**config.mk**
```make
export PLATFORM = sky130hd
export DESIGN_NAME = fixed_block_pool_allocator_core
export DESIGN_NICKNAME = d
export VERILOG_FILES = /design/src/rtl/fbpa_pkg.sv /design/src/rtl/fbpa_div.sv /design/src/rtl/fixed_block_pool_allocator_core.sv
export SDC_FILE = /design/constraint.sdc
export NUM_CORES = 2
export LEC_CHECK = 0
export ABC_AREA = 0
export BUFFER_PORTS_ARGS = -buffer_cell sky130_fd_sc_hd__buf_2
export CORE_MARGIN = 10
export CORE_UTILIZATION = 60
export CTS_BUF_LIST = sky130_fd_sc_hd__clkbuf_8
export DETAILED_ROUTE_END_ITERATION = 6
export HOLD_SLACK_MARGIN = 0.15
export PLACE_DENSITY_LB_ADDON = 0.15
export SKIP_LAST_GASP = 1
export SYNTH_ARGS = -nofsm -noshare
export SYNTH_HDL_FRONTEND = slang
export SYNTH_SLANG_ARGS = --single-unit
```
**constraint.sdc**
```tcl
create_clock -name clk_i -period 12.85 [get_ports clk_i]
set_input_delay 1.9275 -clock clk_i [delete_from_list [all_inputs] [get_ports clk_i]]
set_output_delay 1.9275 -clock clk_i [all_outputs]
set_load 0.1 [all_outputs]
```
**src/rtl/fbpa_pkg.sv**
```systemverilog
// Shared types, codes and widths of the fixed block pool allocator.
package fbpa_pkg;

  localparam int unsigned DATA_W    = 32;
  localparam int unsigned SIZE_W    = 16;
  localparam int unsigned COUNT_W   = 9;
  localparam int unsigned INDEX_W   = 8;
  localparam int unsigned CFG_IDX_W = 2;

  typedef enum logic [1:0] {
    MODE_ALLOC      = 2'd0,
    MODE_FREE_INDEX = 2'd1,
    MODE_FREE_ADDR  = 2'd2,
    MODE_CLEAR      = 2'd3
  } mode_e;

  typedef enum logic [1:0] {
    ST_OK    = 2'd0,
    ST_EMPTY = 2'd1,
    ST_RANGE = 2'd2,
    ST_FULL  = 2'd3
  } status_e;

  typedef enum logic [CFG_IDX_W-1:0] {
    CFG_ITEM_SIZE  = 2'd0,
    CFG_BASE_ADDR  = 2'd1,
    CFG_POOL_COUNT = 2'd2
  } cfg_idx_e;

  localparam logic [SIZE_W-1:0]  RST_ITEM_SIZE  = 16'd16;
  localparam logic [DATA_W-1:0]  RST_BASE_ADDR  = 32'd0;
  localparam logic [COUNT_W-1:0] RST_POOL_COUNT = 9'd256;

endpackage

```
**src/rtl/fbpa_div.sv**
```systemverilog
// Restoring divider, one quotient bit per cycle, for the address to index mapping.
module fbpa_div (
  input  logic                              clk_i,
  input  logic                              rst_ni,
  input  logic                              start_i,
  input  logic [fbpa_pkg::DATA_W-1:0]       dividend_i,
  input  logic [fbpa_pkg::SIZE_W-1:0]       divisor_i,
  output logic                              done_o,
  output logic [fbpa_pkg::DATA_W-1:0]       quotient_o
);

  localparam int unsigned STEPS = fbpa_pkg::DATA_W;
  localparam int unsigned CNT_W = $clog2(STEPS);

  logic [fbpa_pkg::SIZE_W-1:0] rem_q;
  logic [fbpa_pkg::SIZE_W-1:0] divisor_q;
  logic [fbpa_pkg::DATA_W-1:0] quo_q;
  logic [CNT_W-1:0]            cnt_q;
  logic                        run_q;
  logic                        done_q;

  logic [fbpa_pkg::SIZE_W:0] trial;
  logic [fbpa_pkg::SIZE_W:0] diff;
  logic                      ge;

  // Bring down the next dividend bit and try to subtract the divisor.
  always_comb begin
    trial = {rem_q, quo_q[fbpa_pkg::DATA_W-1]};
    diff  = trial - {1'b0, divisor_q};
    ge    = (trial >= {1'b0, divisor_q});
  end

  always_ff @(posedge clk_i or negedge rst_ni) begin
    if (!rst_ni) begin
      run_q  <= 1'b0;
      cnt_q  <= '0;
      done_q <= 1'b0;
    end else begin
      done_q <= 1'b0;
      if (start_i) begin
        run_q <= 1'b1;
        cnt_q <= '0;
      end else if (run_q) begin
        cnt_q <= cnt_q + CNT_W'(1);
        if (cnt_q == CNT_W'(STEPS - 1)) begin
          run_q  <= 1'b0;
          done_q <= 1'b1;
        end
      end
    end
  end

  always_ff @(posedge clk_i) begin
    if (start_i) begin
      rem_q     <= '0;
      quo_q     <= dividend_i;
      divisor_q <= divisor_i;
    end else if (run_q) begin
      rem_q <= ge ? diff[fbpa_pkg::SIZE_W-1:0] : trial[fbpa_pkg::SIZE_W-1:0];
      quo_q <= {quo_q[fbpa_pkg::DATA_W-2:0], ge};
    end
  end

  assign done_o     = done_q;
  assign quotient_o = quo_q;

endmodule

```
**src/rtl/fixed_block_pool_allocator_core.sv**
```systemverilog
// Top level of the fixed block pool allocator: free stack memory, sequencer and registers.
//
// A command is a transaction taken at a rising edge where start is high and busy is low.
// mode_i selects allocate, free by index, free by address or clear. Each command gives
// exactly one result, shown for one cycle with done_o high; the receiver cannot stall it,
// so results are never held back and never dropped.
// Free by index, clear, an allocate from an empty pool and a free by address below the base
// give their result in the cycle after the accepting edge. A successful allocate first
// reads the free stack synchronously, then forms the address by a multiply and add in
// S_ALLOC; any other free by address starts the bit-serial divider, waits in S_DIV for its
// quotient, then checks and pushes. busy is high while a multi-cycle command runs, so no
// new command is taken until an allocate or a free by address has given its result.
// Configuration writes (item size, base address, pool count) take effect at once. They are
// to be made by the user only while the block is idle; the block itself does not enforce
// this. Writing the pool count refills the free stack. The free stack lives in one memory
// with a synchronous read. Entries below a low-water mark of the stack top have not been
// written since the last refill and read as their own position, so a refill needs no memory
// write and there is no clearing pass after reset. Reset loads item size 16, base address 0
// and a pool count of 256, clamped to the built depth, with every block free.
module fixed_block_pool_allocator_core #(
  parameter int unsigned POOL_DEPTH = 256,
  parameter int unsigned ADDR_WIDTH = 32
) (
  input  logic                                clk_i,
  input  logic                                rst_ni,
  input  logic                                cfg_we_i,
  input  logic [fbpa_pkg::CFG_IDX_W-1:0]      cfg_idx_i,
  input  logic [fbpa_pkg::DATA_W-1:0]         cfg_data_i,
  input  logic                                start,
  output logic                                busy,
  input  logic [1:0]                          mode_i,
  input  logic [fbpa_pkg::INDEX_W-1:0]        free_index_i,
  input  logic [fbpa_pkg::DATA_W-1:0]         free_address_i,
  output logic                                done_o,
  output logic [1:0]                          status_o,
  output logic [fbpa_pkg::INDEX_W-1:0]        pool_index_o,
  output logic [fbpa_pkg::DATA_W-1:0]         block_address_o,
  output logic [fbpa_pkg::COUNT_W-1:0]        free_count_o
);

  localparam int unsigned CW = fbpa_pkg::COUNT_W;
  localparam int unsigned IW = fbpa_pkg::INDEX_W;
  localparam int unsigned DW = fbpa_pkg::DATA_W;
  localparam int unsigned SW = fbpa_pkg::SIZE_W;

  localparam int unsigned PTR_W = $clog2(POOL_DEPTH);
  localparam logic [63:0] MASK64 = ~64'd0 >> (64 - ADDR_WIDTH);
  localparam logic [fbpa_pkg::DATA_W-1:0] ADDR_MASK = MASK64[fbpa_pkg::DATA_W-1:0];
  localparam logic [16:0] DEPTH_17 = 17'(POOL_DEPTH);
  localparam logic [fbpa_pkg::COUNT_W-1:0] RST_COUNT =
      (int'(fbpa_pkg::RST_POOL_COUNT) > POOL_DEPTH) ?
      CW'(POOL_DEPTH) : fbpa_pkg::RST_POOL_COUNT;

  typedef enum logic [2:0] {
    S_IDLE  = 3'b001,
    S_ALLOC = 3'b010,
    S_DIV   = 3'b100
  } state_e;

  // Configuration, stored already clamped to the values the datapath uses.
  logic [fbpa_pkg::SIZE_W-1:0] stride_q;
  logic [DW-1:0]               base_q;
  logic [CW-1:0]               count_q;
  logic [CW-1:0]               new_count;
  logic                        cfg_refill;

  // Sequencer and stack pointers.
  state_e         state_q, state_d;
  logic [CW-1:0]  top_q, top_d;
  logic [CW-1:0]  lw_q, lw_d;
  logic           fresh_q, fresh_d;
  logic [CW-1:0]  top_dec;

  // Result registers.
  logic                  done_q, done_d;
  fbpa_pkg::status_e     status_q, status_d;
  logic [IW-1:0]         idx_q, idx_d;
  logic [DW-1:0]         addr_q, addr_d;
  logic [CW-1:0]         fcount_q, fcount_d;

  // Free stack memory.
  logic [IW-1:0]    stack_mem_q [POOL_DEPTH];
  logic [IW-1:0]    rd_data_q;
  logic             mem_we, mem_re;
  logic [PTR_W-1:0] mem_waddr, mem_raddr;
  logic [IW-1:0]    mem_wdata;

  // Push shared by both free modes.
  logic          push_req;
  logic          push_range;
  logic [IW-1:0] push_idx;

  // Divider and address datapath.
  logic          div_start;
  logic          div_done;
  logic [DW-1:0] div_quo;
  logic [DW-1:0] addr_m;
  logic [DW-1:0] addr_off;
  logic [IW-1:0] alloc_idx;
  logic [23:0]   alloc_prod;
  logic [DW-1:0] alloc_addr;

  // A pool count of zero acts as one and one beyond the built depth acts as the depth.
  always_comb begin
    if (cfg_data_i[CW-1:0] == '0) begin
      new_count = CW'(1);
    end else if ({8'd0, cfg_data_i[CW-1:0]} > DEPTH_17) begin
      new_count = CW'(POOL_DEPTH);
    end else begin
      new_count = cfg_data_i[CW-1:0];
    end
  end

  assign cfg_refill = cfg_we_i &&
                      (fbpa_pkg::cfg_idx_e'(cfg_idx_i) == fbpa_pkg::CFG_POOL_COUNT);

  always_ff @(posedge clk_i or negedge rst_ni) begin
    if (!rst_ni) begin
      stride_q <= fbpa_pkg::RST_ITEM_SIZE;
      base_q   <= fbpa_pkg::RST_BASE_ADDR;
      count_q  <= RST_COUNT;
    end else if (cfg_we_i) begin
      unique case (fbpa_pkg::cfg_idx_e'(cfg_idx_i))
        fbpa_pkg::CFG_ITEM_SIZE: begin
          // An item size of zero acts as one.
          stride_q <= (cfg_data_i[fbpa_pkg::SIZE_W-1:0] == '0) ?
                      SW'(1) : cfg_data_i[fbpa_pkg::SIZE_W-1:0];
        end
        fbpa_pkg::CFG_BASE_ADDR: begin
          base_q <= cfg_data_i;
        end
        fbpa_pkg::CFG_POOL_COUNT: begin
          count_q <= new_count;
        end
        default: begin
        end
      endcase
    end
  end

  // The free address is cut to the address width before the range check.
  assign addr_m   = free_address_i & ADDR_MASK;
  assign addr_off = addr_m - base_q;
  assign top_dec  = top_q - CW'(1);

  // Entries below the low-water mark read as their refill value, their own position.
  assign alloc_idx  = fresh_q ? top_q[IW-1:0] : rd_data_q;
  assign alloc_prod = {16'd0, alloc_idx} * {8'd0, stride_q};
  assign alloc_addr = (base_q + {8'd0, alloc_prod}) & ADDR_MASK;

  fbpa_div u_div (
    .clk_i      (clk_i),
    .rst_ni     (rst_ni),
    .start_i    (div_start),
    .dividend_i (addr_off),
    .divisor_i  (stride_q),
    .done_o     (div_done),
    .quotient_o (div_quo)
  );

  always_comb begin
    state_d    = state_q;
    top_d      = top_q;
    lw_d       = lw_q;
    fresh_d    = fresh_q;
    done_d     = 1'b0;
    status_d   = status_q;
    idx_d      = idx_q;
    addr_d     = addr_q;
    fcount_d   = fcount_q;
    mem_we     = 1'b0;
    mem_waddr  = PTR_W'(top_q);
    mem_wdata  = '0;
    mem_re     = 1'b0;
    mem_raddr  = PTR_W'(top_dec);
    div_start  = 1'b0;
    push_req   = 1'b0;
    push_range = 1'b0;
    push_idx   = '0;

    unique case (state_q)
      S_IDLE: begin
        if (start) begin
          unique case (fbpa_pkg::mode_e'(mode_i))
            fbpa_pkg::MODE_ALLOC: begin
              if (top_q == '0) begin
                done_d   = 1'b1;
                status_d = fbpa_pkg::ST_EMPTY;
                idx_d    = '0;
                addr_d   = '0;
                fcount_d = top_q;
              end else begin
                // Pop: read the entry below the top and lower the low-water mark if the new top is below it.
                mem_re  = 1'b1;
                top_d   = top_dec;
                fresh_d = (top_dec < lw_q);
                if (top_dec < lw_q) begin
                  lw_d = top_dec;
                end
                state_d = S_ALLOC;
              end
            end
            fbpa_pkg::MODE_FREE_INDEX: begin
              push_req   = 1'b1;
              push_idx   = free_index_i;
              push_range = ({1'b0, free_index_i} >= count_q);
            end
            fbpa_pkg::MODE_FREE_ADDR: begin
              if (addr_m < base_q) begin
                done_d   = 1'b1;
                status_d = fbpa_pkg::ST_RANGE;
                idx_d    = '0;
                addr_d   = '0;
                fcount_d = top_q;
              end else begin
                div_start = 1'b1;
                state_d   = S_DIV;
              end
            end
            fbpa_pkg::MODE_CLEAR: begin
              top_d    = count_q;
              lw_d     = count_q;
              done_d   = 1'b1;
              status_d = fbpa_pkg::ST_OK;
              idx_d    = '0;
              addr_d   = '0;
              fcount_d = count_q;
            end
            default: begin
            end
          endcase
        end
      end
      S_ALLOC: begin
        done_d   = 1'b1;
        status_d = fbpa_pkg::ST_OK;
        idx_d    = alloc_idx;
        addr_d   = alloc_addr;
        fcount_d = top_q;
        state_d  = S_IDLE;
      end
      S_DIV: begin
        if (div_done) begin
          push_req   = 1'b1;
          push_idx   = div_quo[IW-1:0];
          push_range = (|div_quo[DW-1:CW]) || (div_quo[CW-1:0] >= count_q);
          state_d    = S_IDLE;
        end
      end
      default: begin
        state_d = S_IDLE;
      end
    endcase

    // The range check comes before the full check.
    if (push_req) begin
      done_d = 1'b1;
      addr_d = '0;
      if (push_range) begin
        status_d = fbpa_pkg::ST_RANGE;
        idx_d    = '0;
        fcount_d = top_q;
      end else if (top_q >= count_q) begin
        status_d = fbpa_pkg::ST_FULL;
        idx_d    = '0;
        fcount_d = top_q;
      end else begin
        mem_we    = 1'b1;
        mem_wdata = push_idx;
        top_d     = top_q + CW'(1);
        status_d  = fbpa_pkg::ST_OK;
        idx_d     = push_idx;
        fcount_d  = top_q + CW'(1);
      end
    end

    // Writing the pool count refills the stack, as a clear does.
    if (cfg_refill) begin
      top_d = new_count;
      lw_d  = new_count;
    end
  end

  always_ff @(posedge clk_i or negedge rst_ni) begin
    if (!rst_ni) begin
      state_q <= S_IDLE;
      top_q   <= RST_COUNT;
      lw_q    <= RST_COUNT;
      fresh_q <= 1'b0;
      done_q  <= 1'b0;
    end else begin
      state_q <= state_d;
      top_q   <= top_d;
      lw_q    <= lw_d;
      fresh_q <= fresh_d;
      done_q  <= done_d;
    end
  end

  always_ff @(posedge clk_i) begin
    status_q <= status_d;
    idx_q    <= idx_d;
    addr_q   <= addr_d;
    fcount_q <= fcount_d;
  end

  // Reads and writes never hit the same cycle, since a pop and a push are separate commands.
  always_ff @(posedge clk_i) begin
    if (mem_we) begin
      stack_mem_q[mem_waddr] <= mem_wdata;
    end
    if (mem_re) begin
      rd_data_q <= stack_mem_q[mem_raddr];
    end
  end

  assign busy            = (state_q != S_IDLE);
  assign done_o          = done_q;
  assign status_o        = status_q;
  assign pool_index_o    = idx_q;
  assign block_address_o = addr_q;
  assign free_count_o    = fcount_q;

endmodule
```
* Yosys cells after proc, flatten, opt, wreduce, memory -nomap -nowiden
Memory sizes are Yosys's and may differ from the RTL's. A register that Yosys moved wholly into a read port is not among the register bits. Cells that the tools add are included.
Operators by class: add/subtract/negate cells 6, reduce and logical (&&, ||, !) cells 22, mux-type cells 96, multipliers 1, $lt $le $gt $ge 7, equal/unequal tests 24, bitwise logic cells 1
Operator list (number):
- $mux 9 | 20
- $mux 32 | 5
- $pmux 32 s3 | 1
- $mux 8 | 11
- $pmux 32 s2 | 1
- $pmux 9 s2 | 3
- $add 32x24->32 | 1
- $lt 32x32->1 | 1
- $mux 16 | 2
- $pmux 8 s2 | 2
- $sub 32x32->32 | 1
- $mux 1 | 29
- $pmux 9 s3 | 1
- $mul 8x16->24 | 1
- $pmux 8 s3 | 1
- $reduce_or 23->1 | 1
- $ne 3x3->1 const B | 7
- $reduce_and 5->1 | 4
- $ge 9x9->1 | 2
- $logic_not 9->1 | 2
- $ge 17x16->1 | 1
- $logic_not 16->1 | 1
- $sub 16x16->16 | 1
- $mux 2 | 6
- 33 further kinds | 52
Word-level totals: logic and storage cells 176, bits of input ports 80, RAM bits 2048, memories 1, bits in registers 202, output and inout port bits 53
Memory list:
- stack_mem_q | words 256, bits a word 8, read ports 1, clocked after memory_dff 1, wr ports 1, line fixed_block_pool_allocator_core.sv:82 | logic [IW-1:0] stack_mem_q [POOL_DEPTH];

* Depth between registers and ports, before layout
word-level depth 9, gate-level depth with buffers 23

* Hierarchy
A second synthesis with hierarchy kept.
Unflattened totals: cell total of the unflattened synthesis 5060, area total of the unflattened synthesis 96287.3 sq um
Modules (own cells, without submodules):
- fixed_block_pool_allocator_core | sequential area each 64958.6 sq um, area an instance 92577.5 sq um, cells an instance 4749, instances 1
- fbpa_div | sequential area each 1936.9 sq um, area an instance 3709.8 sq um, cells an instance 311, instances 1

* Worst setup path after synthesis
OpenSTA, ideal clock, no wires.
path type input to register, start input port free_index_i[6] (netlist bit), end memory stack_mem_q[0][2] (netlist bit) (data pin), path buffers 3, data arrival time 9.731 ns, data required time 11.458 ns, cell stages on the path 11, path slack 1.727 ns, cell sequence ha_1 > a21o_1 > a221oi_1 > o21ai_0 > a22oi_1 > a21boi_1 > nand2_1 > buf_2 > clkbuf_1 > buf_1 > nor2_1
On the way: word-level cells in the longest chain between the ends 6
Ends and longest elaborated chain:
- from (decl) | line fixed_block_pool_allocator_core.sv:32 | input logic [fbpa_pkg::INDEX_W-1:0] free_index_i,
- $ge 8x9->1 | line fixed_block_pool_allocator_core.sv:206 | push_range = ({1'b0, free_index_i} >= count_q);
- $mux 1 | line fixed_block_pool_allocator_core.sv:184 | unique case (fbpa_pkg::mode_e'(mode_i))
- $mux 1 | line fixed_block_pool_allocator_core.sv:183 | if (start) begin
- $pmux 1 s2 | line fixed_block_pool_allocator_core.sv:181 | unique case (state_q)
- $mux 8 | line fixed_block_pool_allocator_core.sv:259 | if (push_range) begin
- $mux 8 | line fixed_block_pool_allocator_core.sv:256 | if (push_req) begin
- net mem_wdata[2] | line fixed_block_pool_allocator_core.sv:86 | logic [IW-1:0] mem_wdata;
- to (decl) | line fixed_block_pool_allocator_core.sv:82
The timed path passes the listed nets, and every way through them passes these cells.

* Worst setup path in the final report
start register fresh_q, end register addr_q[29] (netlist: block_address_o[29])
On the way: word-level cells in the longest chain between the ends 4
Ends and longest elaborated chain:
- from (decl) | line fixed_block_pool_allocator_core.sv:71 | logic fresh_q, fresh_d;
- from (signal assigned) | line fixed_block_pool_allocator_core.sv:295 | fresh_q <= fresh_d;
- $mux 8 | line fixed_block_pool_allocator_core.sv:147 | assign alloc_idx = fresh_q ? top_q[IW-1:0] : rd_data_q;
- $mul 8x16->24 | line fixed_block_pool_allocator_core.sv:148 | assign alloc_prod = {16'd0, alloc_idx} * {8'd0, stride_q};
- $add 32x24->32 | line fixed_block_pool_allocator_core.sv:149 | assign alloc_addr = (base_q + {8'd0, alloc_prod}) & ADDR_MASK;
- $pmux 32 s2 | line fixed_block_pool_allocator_core.sv:181
- to (signal assigned) | line fixed_block_pool_allocator_core.sv:303 | addr_q <= addr_d;
- to (decl) | line fixed_block_pool_allocator_core.sv:78 | logic [DW-1:0] addr_q, addr_d;
No other way between the ends. A chain may end at the register's enable or synchronous reset.

==> run_results.csv <==
group,metric,value,unit
status,status,"complete, but fails checks",
status,failed_checks,"DRC, slew limit",
clock_network,cts_max_path_buffers,4,
synthesis,avgSynthCellArea,18.98,sq um
die,initial_core_util,60.55,%
synthesis,synthCells,5064,
global_routing,met1_usage,38.26,%
setup_path,crit_family,"adder cells",
die,dieWidth,420.2,microns
power,power_frac_clock,20.5,%
placed_design,gp_congestion,0.8982,
global_routing,grtUsageTotal,27.05,%
job,drv_cap,0,
synthesis,ys_seq_area_share,69.60,%
synthesis,synth_top_area_share,66.33,%
synthesis,synth.ff_latch_count,2258,
global_routing,gr-total-overflow,0,
clock_network,htree_levels,5,
cells_and_area,layout_commonest_cell,"edfxtp_1",
sta,maxSlewHeadroom,-1.321,%
cells_and_area,final_cell_mix,"edfxtp_1, mux4_2, clkbuf_8",
sta,setup_viol,0,
power,intPower,17.25,mW
synthesis,yosys-top-cells-area,"edfxtp_1, mux4_2, fa_1, dfrtp_1, ha_1",
clock_network,cts_setup_buffers,0,
synthesis,yosysWarningCount,0,
setup_path,required,13750,ps
setup_path,endpoint_kind,"register",
die,dieArea,176600,sq um
placed_design,dpl-instance-area,99000,sq um
sta,fin_crit,6887,ps
die,chipHeight,420.2,microns
power,switching_share,39.13,%
power,peakVddDrop,0.0004304,V
global_routing,grt_pass1_vias,50860,
synthesis,syn-cell-area,96120,sq um
setup_path,crit_fanout,17,
clock_network,cts_root_buf,"clkbuf_8",
routing,viasPerCell,6.519,
placed_design,hpwl,148000,microns
worst_hold_path,hp-class,"register to register",
synthesis,synth_cell_types,75,
synthesis,synth_top_area_cell,"edfxtp_1",
sta,drv_slew,43,
synthesis,synthFlopType,"edfxtp_1",
sta,fmax,145.2,MHz
cells_and_area,syn2layout_area_growth,9.951,%
die,rows,146,
cells_and_area,drive_gt1_share,25.11,%
setup_path,start_kind,"register",
sta,finalCritPeriodShare,53.59,%
cells_and_area,fin_nets,5708,
setup_path,crit_arrival,7780,ps
placed_design,portBuffers,132,
global_routing,busiest_layer,"met2",
cells_and_area,n_fill_cell,10460,
synthesis,synth_edf_count,2123,
global_routing,grt_pass1_wl,348000,microns
global_routing,gr-usage-met2,41.71,%
setup_path,max_stage_delay,1180,ps
global_routing,grt_max_degree,257,
clock_network,insertion_delay,1080,ps
global_routing,met3_usage,6.583,%
setup_path,slowest_stage,"mux2i_2",
power,power.leakage,36.06,nW
power,power.density,268.1,nW/um^2
power,sequentialPowerShare,30.2,%
clock_network,hold_buffers,0,
setup_path,worstPathCellList,"mux2i_2 -> nand2b_1 -> fa_1 -> fa_1 -> inv_1 -> fa_1 -> inv_1 -> fa_1 -> inv_1 -> ha_1 -> nand2_1 -> o21ai_0 -> a21oi_1 -> a211oi_1 -> o211ai_1 -> a2111oi_0 -> xnor2_1 -> a22o_1",
routing,wl_per_cell,30.67,microns
die,io_pins,133,
routing,drc,3,
sta,fin_skew,109.9,ps
routing,routed_wl,236700,microns
sta,hold_viol_final,0,
sta,rsz0062_at_grt,"no",
synthesis,synthesis.nets,5395,
cells_and_area,fin_util,66.57,%
clock_network,cts_sinks,2258,
routing,dr.pass1.iters,7,
clock_network,worst_setup_hold_path_clk_slew,60,ps
clock_network,tritoncts,"done",
setup_path,cpMostUsedCell,"fa_1",
routing,ant_nets,0,
power,comb_power_share,49.4,%
power,switchingPower,11.09,mW
global_routing,antenna_found_initial,7,
setup_path,cp_num_buf_inv,3,
routing,drt_iter0_markers,6353,
synthesis,async_reset_ff_share,3.853,%
sta,fin_tns_setup,0,ps
routing,vias,50310,
sta,worst_slew_pin_slew,1520,ps
setup_path,worstSetupPathType,"register to register",
die,core_region_area,158700,sq um
clock_network,cts_buffers,368,
clock_network,cts_resized,0,
cells_and_area,fin_area,105700,sq um
[Yosys cell counts (all sizes together), types with 6 or more instances]
| library cell | count |
|---|---|
| mux2 | 51 |
| a211oi | 19 |
| nand3 | 46 |
| nand2b | 36 |
| dfxtp | 48 |
| xnor2 | 47 |
| ha | 143 |
| or2 | 9 |
| o31ai | 14 |
| a22oi | 26 |
| and3 | 10 |
| nand4 | 19 |
| o21bai | 7 |
| o31a | 6 |
| o211ai | 17 |
| or3 | 17 |
| edfxtp | 2123 |
| a21o | 35 |
| inv | 245 |
| nand2 | 162 |
| nor2 | 338 |
| xor2 | 23 |
| nor3 | 17 |
| fa | 108 |
| o21ai | 114 |
| nor4 | 14 |
| a211o | 6 |
| clkbuf | 160 |
| dfrtp | 82 |
| buf | 97 |
| o22ai | 10 |
| nor2b | 96 |
| a22o | 32 |
| a31oi | 6 |
| o21a | 21 |
| mux4 | 672 |
| mux2i | 25 |
| and2 | 9 |
| a21oi | 80 |
[power by group through the flow]
stage               sequential (mW)  combinational [mW]  clock, mW
floorplan                      8.89                9.66          0
global placement               8.69                13.9          0
detailed placement             8.69                14.0          0
CTS                            8.54                14.0       5.88
global route                   8.57                15.2       6.21
finish                         8.55                14.0       5.80
[worst paths after layout]
| path | cells after the start | end | slack (ps) | start |
|---|---|---|---|---|
| setup / recovery | 18 | block_address_o[29] | 5960 | fresh_q |
| min in group asynchronous | 1 | base_q[30] | 820 | rst_ni |
| max in group asynchronous | 2 | top_q[0] | 10690 | rst_ni |
| setup reg to reg | 18 | block_address_o[29] | 5960 | fresh_q |
| hold / removal | 2 | u_div.rem_q[15] | 470 | u_div.rem_q[15] |
| hold reg to reg | 2 | u_div.rem_q[15] | 470 | u_div.rem_q[15] |
[layer usage]
| layer | share of wire, % | routed length, microns |
|---|---|---|
| met1 | 39 | 93340 |
| met2 | 48 | 112500 |
| met3 | 9.5 | 22430 |
| met4 | 3.4 | 8160 |
| met5 | 0.11 | 261 |
[flip-flops by register name (all words and copies together), names as in the netlist, 2 cells and up]
name / cells
u_div.cnt_q: 5
stride_q: 16
top_q: 9
block_address_o: 32
status_o: 2
count_q: 9
pool_index_o: 8
u_div.divisor_q: 16
state_q: 3
lw_q: 9
stack_mem_q: 2048
rd_data_q: 8
u_div.rem_q: 16
free_count_o: 9
base_q: 32
u_div.quotient_o: 32
[cell type report]
class / count / area [sq um] / share of cell area (%)
multi-input combinational: 2304 / 27330 / 25.86
antenna: 13 / 32.53 / 0.03078
clock buffer: 382 / 5258 / 4.975
tap: 2072 / 2592 / 2.453
clock inverter: 243 / 1391 / 1.317
inverter: 245 / 927.1 / 0.8773
sequential: 2258 / 66900 / 63.30
timing repair buffer: 200 / 1249 / 1.182
[worst register-to-register path, delay by kind of cell (launching register included)]
kind	cells	cell delay, ps
XOR/XNOR	1	130
AND/OR/NAND/NOR	2	340
AO/OA/AOI/OAI	6	2040
adder cells (fa/ha/maj)	5	2260
flip-flops	1	690
multiplexers	1	1180
buffers and inverters	3	150
[metrics by stage]
stage / setup slack (ps) / power [mW] / hold WS (ps) / instances
after CTS: 6014 / 28.46 / 472.1 / 7704
after floorplan: 1727 / 18.56 / 432.3 / 5064
after global routing: 5545 / 29.93 / 487.4 / 7709
after global placement: 5881 / 22.59 / 440.6 / 7079
after detailed placement: 5772 / 22.67 / 459.3 / 7079
final: 5963 / 28.34 / 470.5 / 7717
[cells by family (layout without fill, tap and decap cells)]
family | Yosys count | count (layout) | share of synthesized area, %
fa+ha+maj | 251 | 251 | 4.111
flops | 2258 | 2258 | 69.60
simple gates | 789 | 789 | 3.802
other cells | 0 | 13 | 0
xor+xnor | 70 | 70 | 0.6378
compound gates | 446 | 446 | 3.118
buf+inv | 502 | 1070 | 2.131
mux | 748 | 748 | 16.60
Note: power is estimated with default switching activity, not from simulation.
